==> src/rtl/code_lock_alarm_controller_defines.svh <==
// assertion macros shared by the rtl
`ifndef CODE_LOCK_ALARM_CONTROLLER_DEFINES_SVH
`define CODE_LOCK_ALARM_CONTROLLER_DEFINES_SVH

// same-cycle implication, disabled while reset is low
`define CLA_ASSERT_NOW(label, clk, rst_n, ante, cons) \
    label: assert property (@(posedge clk) disable iff (!(rst_n)) (ante) |-> (cons)) \
        else $error("assertion failed");

// next-cycle implication, disabled while reset is low
`define CLA_ASSERT_NEXT(label, clk, rst_n, ante, cons) \
    label: assert property (@(posedge clk) disable iff (!(rst_n)) (ante) |=> (cons)) \
        else $error("assertion failed");

`endif

==> src/rtl/cla_pkg.sv <==
package cla_pkg;

    // event codes of a result
    localparam logic [2:0] EV_NONE  = 3'd0;
    localparam logic [2:0] EV_STEP  = 3'd1;
    localparam logic [2:0] EV_RIGHT = 3'd2;
    localparam logic [2:0] EV_WRONG = 3'd3;
    localparam logic [2:0] EV_DONE  = 3'd4;

    // configuration register indexes
    localparam logic [2:0] REG_CODE_FIRST    = 3'd0;
    localparam logic [2:0] REG_CODE_SECOND   = 3'd1;
    localparam logic [2:0] REG_CODE_THIRD    = 3'd2;
    localparam logic [2:0] REG_GUARD_TICKS   = 3'd3;
    localparam logic [2:0] REG_ENTRY_TIMEOUT = 3'd4;

    localparam int unsigned CFG_DATA_W = 16;
    localparam int unsigned CFG_IDX_W  = 3;

    localparam logic [7:0]  GUARD_TICKS_RST   = 8'd2;
    localparam logic [15:0] ENTRY_TIMEOUT_RST = 16'd10;
    localparam logic [3:0]  MAX_DIGIT         = 4'd9;

    // code positions
    localparam logic [1:0] POS_FIRST  = 2'd1;
    localparam logic [1:0] POS_SECOND = 2'd2;
    localparam logic [1:0] POS_THIRD  = 2'd3;

    typedef struct packed {
        logic button_edge;
        logic presence;
    } t_in_item;

    typedef struct packed {
        logic       armed;
        logic       siren_on;
        logic [1:0] position;
        logic       entered_valid;
        logic [3:0] entered_value;
        logic [2:0] event_res;
    } t_out_item;

endpackage

==> src/rtl/code_lock_alarm_controller.sv <==
// code_lock_alarm_controller
// three-digit code lock that arms and disarms an intruder alarm, one tick per transaction
// input channel: i_in_valid / o_in_stall carry one tick (button edge, presence level);
//   a transaction completes at a clock edge with valid high and stall low
// output channel: o_out_valid / i_out_stall carry one result per tick: armed, siren,
//   code position, entered digit and the event of that tick
// config port: i_cfg_we writes i_cfg_data into register i_cfg_index (0..4), one per
//   cycle, no read-back; indexes above 4 are dropped; write only while the block is idle
// latency: a tick taken at edge k shows its result on the output after edge k+1
//   (input register, then one pass of counter and compare logic into the result register)
// throughput: one tick per cycle; the next tick is taken while a result still waits,
//   since the input register and the result register form two separate stages
// stall: while the result register is held by i_out_stall, the pending tick waits in the
//   input register and o_in_stall rises only once that register is occupied too
// reset (i_rst_n low, synchronous): both stages empty, lock at position 1, no digit,
//   disarmed, siren off, guard 2 ticks, entry timeout 10 ticks, code digits 0
module code_lock_alarm_controller (
    input  logic                                i_clk,
    input  logic                                i_rst_n,
    input  logic                                i_in_valid,
    output logic                                o_in_stall,
    input  cla_pkg::t_in_item                   i_in_item,
    output logic                                o_out_valid,
    input  logic                                i_out_stall,
    output cla_pkg::t_out_item                  o_out_item,
    input  logic                                i_cfg_we,
    input  logic [cla_pkg::CFG_IDX_W-1:0]       i_cfg_index,
    input  logic [cla_pkg::CFG_DATA_W-1:0]      i_cfg_data
);

    // configuration registers
    logic [3:0]  r_code_first;
    logic [3:0]  r_code_second;
    logic [3:0]  r_code_third;
    logic [7:0]  r_guard_ticks;
    logic [15:0] r_entry_timeout;

    // lock state
    logic        r_press_pending, n_press_pending;
    logic [7:0]  r_guard_count,   n_guard_count;
    logic [15:0] r_idle_count,    n_idle_count;
    logic [1:0]  r_digit_pos,     n_digit_pos;
    logic        r_have_value,    n_have_value;
    logic [3:0]  r_digit_value,   n_digit_value;
    logic        r_is_armed,      n_is_armed;
    logic        r_siren,         n_siren;
    logic [2:0]  n_event;

    // pipeline stages
    logic                r_in_valid;
    cla_pkg::t_in_item   r_in_item;
    logic                r_out_valid;
    cla_pkg::t_out_item  r_out_item;

    logic w_advance;
    logic w_fire;

    // result decodes for the checks
    logic w_res_step;
    logic w_res_done;
    logic w_res_quiet_first;

    // result register frees up when empty or being drained
    assign w_advance  = !r_out_valid || !i_out_stall;
    assign w_fire     = r_in_valid && w_advance;
    assign o_in_stall = r_in_valid && !w_advance;

    assign o_out_valid = r_out_valid;
    assign o_out_item  = r_out_item;

    // config writes
    always_ff @(posedge i_clk) begin
        if (!i_rst_n) begin
            r_code_first    <= 4'd0;
            r_code_second   <= 4'd0;
            r_code_third    <= 4'd0;
            r_guard_ticks   <= cla_pkg::GUARD_TICKS_RST;
            r_entry_timeout <= cla_pkg::ENTRY_TIMEOUT_RST;
        end else if (i_cfg_we) begin
            unique case (i_cfg_index)
                cla_pkg::REG_CODE_FIRST:    r_code_first    <= i_cfg_data[3:0];
                cla_pkg::REG_CODE_SECOND:   r_code_second   <= i_cfg_data[3:0];
                cla_pkg::REG_CODE_THIRD:    r_code_third    <= i_cfg_data[3:0];
                cla_pkg::REG_GUARD_TICKS:   r_guard_ticks   <= i_cfg_data[7:0];
                cla_pkg::REG_ENTRY_TIMEOUT: r_entry_timeout <= i_cfg_data[15:0];
                default: ;
            endcase
        end
    end

    // one tick of debounce, digit entry and alarm logic
    always_comb begin
        logic       pend;
        logic [3:0] expected;
        logic       done;

        n_press_pending = r_press_pending;
        n_guard_count   = r_guard_count;
        n_idle_count    = r_idle_count;
        n_digit_pos     = r_digit_pos;
        n_have_value    = r_have_value;
        n_digit_value   = r_digit_value;
        n_is_armed      = r_is_armed;
        n_siren         = r_siren;
        n_event         = cla_pkg::EV_NONE;
        done            = 1'b0;

        // debouncer: an edge is a press only once the guard has run out
        pend = r_press_pending;
        if (r_in_item.button_edge) begin
            if (r_guard_count == 8'd0) begin
                pend = 1'b1;
            end
            n_guard_count = r_guard_ticks;
        end else if (r_guard_count != 8'd0) begin
            n_guard_count = r_guard_count - 8'd1;
        end
        n_press_pending = pend;

        // code digit at the current position
        case (r_digit_pos)
            cla_pkg::POS_FIRST:  expected = r_code_first;
            cla_pkg::POS_SECOND: expected = r_code_second;
            default:             expected = r_code_third;
        endcase

        // digit entry: press steps the digit, timeout judges it
        if (pend) begin
            n_press_pending = 1'b0;
            if (!r_have_value) begin
                n_digit_value = 4'd0;
                n_have_value  = 1'b1;
            end else if (r_digit_value < cla_pkg::MAX_DIGIT) begin
                n_digit_value = r_digit_value + 4'd1;
            end else begin
                n_digit_value = 4'd0;
            end
            n_idle_count = r_entry_timeout;
            n_event      = cla_pkg::EV_STEP;
        end else if (r_have_value && (r_idle_count == 16'd0)) begin
            if (r_digit_value == expected) begin
                if (r_digit_pos == cla_pkg::POS_THIRD) begin
                    n_digit_pos = cla_pkg::POS_FIRST;
                    done        = 1'b1;
                    n_event     = cla_pkg::EV_DONE;
                end else begin
                    n_digit_pos = r_digit_pos + 2'd1;
                    n_event     = cla_pkg::EV_RIGHT;
                end
            end else begin
                n_digit_pos = cla_pkg::POS_FIRST;
                n_event     = cla_pkg::EV_WRONG;
            end
            n_have_value    = 1'b0;
            n_digit_value   = 4'd0;
            n_press_pending = 1'b0;
        end else if (r_idle_count != 16'd0) begin
            n_idle_count = r_idle_count - 16'd1;
        end

        // alarm: a completed code toggles arming and silences the siren; presence while armed sets the siren
        if (done) begin
            n_is_armed = !r_is_armed;
            n_siren    = 1'b0;
        end else if (r_is_armed && r_in_item.presence) begin
            n_siren = 1'b1;
        end
    end

    // input stage
    always_ff @(posedge i_clk) begin
        if (!i_rst_n) begin
            r_in_valid <= 1'b0;
        end else if (!o_in_stall) begin
            r_in_valid <= i_in_valid;
        end
    end

    always_ff @(posedge i_clk) begin
        if (!o_in_stall && i_in_valid) begin
            r_in_item <= i_in_item;
        end
    end

    // lock state, advanced once per tick
    always_ff @(posedge i_clk) begin
        if (!i_rst_n) begin
            r_press_pending <= 1'b0;
            r_guard_count   <= 8'd0;
            r_idle_count    <= cla_pkg::ENTRY_TIMEOUT_RST;
            r_digit_pos     <= cla_pkg::POS_FIRST;
            r_have_value    <= 1'b0;
            r_digit_value   <= 4'd0;
            r_is_armed      <= 1'b0;
            r_siren         <= 1'b0;
        end else if (w_fire) begin
            r_press_pending <= n_press_pending;
            r_guard_count   <= n_guard_count;
            r_idle_count    <= n_idle_count;
            r_digit_pos     <= n_digit_pos;
            r_have_value    <= n_have_value;
            r_digit_value   <= n_digit_value;
            r_is_armed      <= n_is_armed;
            r_siren         <= n_siren;
        end
    end

    // result stage
    always_ff @(posedge i_clk) begin
        if (!i_rst_n) begin
            r_out_valid <= 1'b0;
        end else if (w_advance) begin
            r_out_valid <= r_in_valid;
        end
    end

    always_ff @(posedge i_clk) begin
        if (w_fire) begin
            r_out_item.armed         <= n_is_armed;
            r_out_item.siren_on      <= n_siren;
            r_out_item.position      <= n_digit_pos;
            r_out_item.entered_valid <= n_have_value;
            r_out_item.entered_value <= n_have_value ? n_digit_value : 4'd0;
            r_out_item.event_res     <= n_event;
        end
    end

    // checks
    `include "code_lock_alarm_controller_defines.svh"

    assign w_res_step = o_out_valid && (o_out_item.event_res == cla_pkg::EV_STEP);
    assign w_res_done = o_out_valid && (o_out_item.event_res == cla_pkg::EV_DONE);
    assign w_res_quiet_first = (o_out_item.position == cla_pkg::POS_FIRST) &&
                               !o_out_item.siren_on;

    `CLA_ASSERT_NOW(a_pos_never_zero, i_clk, i_rst_n, 1'b1, r_digit_pos != 2'd0)
    `CLA_ASSERT_NOW(a_step_has_digit, i_clk, i_rst_n, w_res_step, o_out_item.entered_valid)
    `CLA_ASSERT_NOW(a_done_back_to_first, i_clk, i_rst_n, w_res_done, w_res_quiet_first)
    `CLA_ASSERT_NEXT(a_held_result_kept, i_clk, i_rst_n, o_out_valid && i_out_stall, o_out_valid)

endmodule
==> config.mk <==
export PLATFORM = sky130hd
export DESIGN_NAME = code_lock_alarm_controller
export DESIGN_NICKNAME = d
export VERILOG_FILES = /design/src/rtl/cla_pkg.sv /design/src/rtl/code_lock_alarm_controller.sv
export VERILOG_INCLUDE_DIRS = /design/src /design/src/rtl
export SDC_FILE = /design/constraint.sdc
export NUM_CORES = 1
export LEC_CHECK = 0
export BUFFER_PORTS_ARGS = -buffer_cell sky130_fd_sc_hd__buf_2
export CAP_MARGIN = 20
export CORE_UTILIZATION = 59
export DETAILED_ROUTE_END_ITERATION = 8
export HOLD_SLACK_MARGIN = 0.03
export PLACE_DENSITY = 0.79
export SLEW_MARGIN = 30
export SYNTH_ARGS = -nofsm -noshare
export SYNTH_HDL_FRONTEND = slang
export SYNTH_SLANG_ARGS = --single-unit
==> constraint.sdc <==
create_clock -name i_clk -period 2.5 [get_ports i_clk]
set_input_delay 0 -clock i_clk [delete_from_list [all_inputs] [get_ports i_clk]]
set_output_delay 0 -clock i_clk [all_outputs]
set_load 0.1 [all_outputs]
==> results.tsv <==
metric	value	unit
cpPeakStageDelay	0.42	ns
crit_fanout	9	
cp-end-kind	register	
yosysTopAreaCell	dfxtp_1	
htree_levels	3	
final_common_cell	nand2_1	
grt_pass1_wl	18020	um
p_per_area	612.3	mW/mm2
path_delay_family	simple AND/OR/NAND/NOR gates	
dieArea	0.007533	mm2
path_cells	inv_1 -> ha_1 -> a221oi_1 -> or3_1 -> nand4_1 -> nor2_2 -> a21boi_0	
cts_sinks	85	
wl_per_cell	16.32	um
max_freq	432.3	MHz
chipHeight	86.79	um
status	finished clean	
finClkSkew	0.01162	ns
syn_to_final_growth	17.52	%
numPortBuffers	39	
hpwl	7189	um
route.detailed.drc	0	
clk_pin_slew	0.09	ns
routabilityCongestion	0.8836	
drt-initial-drc-count	360	
overflow	0	
drt_wl_total	10790	um
nNetsFinal	595	
cp.arrival	2.41	ns
cp-start-kind	register	
hold_start	i_rst_n	
gr-usage-all-layers	30.62	%
critPathSlowestCell	dfxtp_1	
crit_type	register to register	
drive_above_1_share	15.58	%
relSlewSlack	41.79	%
vdd_drop_max	0.0003498	V
dr_total_vias	4069	
postSynthCellCount	502	
num_rows	30	
syn_nets	537	
tns	0	ns
slew_violations	0	
period_needed	2.313	ns
max_cap_viol_count	0	
worstMarginPinSlew	0.8732	ns
yosysWarnings	0	
cp-startpoint	r_digit_pos[0]$_SDFFE_PN1P_	
grt_pass1_vias	3729	
synth.distinct_cells	62	
root_buffer	clkbuf_8	
hold_viol	0	
stdcell_count	661	
synth-edff-count	14	
rsz0062_at_grt	false	
syn-cell-area	0.004242	mm2
postSynthAreaPerCell	8.449	um2
grt_start_max_net_pins	33	
clockBufferDepth	2	
async_reset_ff_share	0	%
vias_per_cell	6.156	
finalCritPeriodShare	92.53	%
antenna_found_initial	0	
die_x	86.79	um
r2r-start	r_digit_pos[0]$_SDFFE_PN1P_	
layout_common_cells	nand2_1, dfxtp_1, a21oi_1	
synthFlopType	dfxtp_1	
ys_seq_area_share	43.42	%
cp_num_buf_inv	1	
p_leak	0.001884	uW
netlist.area_leader.share	33.51	%
insertion_delay	0.37	ns
firstDrtPassIters	5	
required	2.59	ns
synthTopCellsByArea	dfxtp_1, edfxtp_1, nand2_1, a21oi_1, nor2_1	
core_area	0.006869	mm2
min-delay-path-class	input pin to register	
synth-seq-cells	85	
ant_nets	0	
cts_tree	done	
finalSetupViolations	0	
antennaDiodeCount	0	
cts_buffers	9	
io_pins	40	
start_util	61.75	%
dp.cells	623	
-- layer usage --
layer / wire, um / GRT usage, % / vias to the layer above
met3: 726 / 5.714 / 38
met4: 285 / 12.27 / 0
li1: - / - / 1921
met2: 5082 / 48.46 / 172
met1: 4689 / 41.30 / 1938
met5: 0 / 0 / -
-- worst min-delay path, delay by kind of cell --
kind / cells / cell delay, ns
simple gates: 1 / 0.10
buf+inv: 2 / 0.35
-- repair_timing --
item                                    CTS  global route
resized for setup                         0             1
setup buffers                             0             2
hold endpoints to repair                 40             0
endpoints found under the setup margin    0             4
hold buffers                             20             0
-- cell type report --
cell class              count  area, um2
well taps                  96      120.1
repair buffers             78      538.0
clock buffers              11      131.4
flip-flops and latches     85       1842
inverters                  16      60.06
multi-input cells         370       2211
clock inverters             5      82.58
fillers                   527       1884
-- synthesized netlist by cell type, types with 6 or more instances --
| library cell | n |
|---|---|
| a21oi_1 | 57 |
| and3_1 | 7 |
| clkbuf_1 | 21 |
| dfxtp_1 | 71 |
| edfxtp_1 | 14 |
| ha_1 | 9 |
| inv_1 | 16 |
| mux2i_1 | 16 |
| nand2_1 | 82 |
| nand3_1 | 13 |
| nor2_1 | 44 |
| nor2b_1 | 10 |
| nor3_1 | 16 |
| o21ai_0 | 22 |
| o21ai_1 | 6 |
-- flip-flops by register name, summed over array words and instances, names as in the netlist --
signal	count
o_out_item	12
o_out_valid	1
r_code_first	4
r_code_second	4
r_code_third	4
r_digit_pos	2
r_digit_value	4
r_entry_timeout	16
r_guard_count	8
r_guard_ticks	8
r_have_value	1
r_idle_count	16
r_in_item	2
r_in_valid	1
r_is_armed	1
r_siren	1
-- power breakdown --
group | switching [uW] | internal, uW
sequential | 36.6 | 1430
clock | 516 | 568
combinational | 327 | 172
total | 880 | 2170
-- kinds of logic (layout without fill, tap and decap cells) --
family	after synthesis	after routing	share of synthesized area, %
AND/OR/NAND/NOR	208	208	25.31
AO/OA/AOI/OAI	135	135	19.91
flip-flops	85	85	43.42
buffers and inverters	47	110	4.513
multiplexers	16	16	3.776
adder cells (fa/ha/maj)	9	9	2.655
XOR/XNOR	2	2	0.4131
-- path summary, 6_finish.rpt --
check	endpoint	slack, ns	cells after the start
worst max-delay path	o_out_item[1]$_SDFFCE_PN0P_	0.19	7
worst min-delay path	r_guard_ticks[1]$_SDFFE_PN1P_	0.12	3
worst max register to register	o_out_item[1]$_SDFFCE_PN0P_	0.19	7
worst min register to register	r_entry_timeout[13]$_SDFFE_PN0P_	0.46	2
-- per-stage QoR --
stage               util [%]  hold slack, ns  area (um2)  total power (uW)  setup WS [ns]
finish                 72.57          0.1215        4985              3052         0.1867
global route           72.57          0.1273        4985              3174        0.01214
CTS                    72.31          0.1047        4967              3041         0.1317
detailed placement     66.28          0.1796        4553              1961         0.1480
global placement       66.28          0.1847        4553              1951         0.2551
floorplan                  -         0.09887        4242              1838         0.1379
Power figures use the tool's default switching activity.
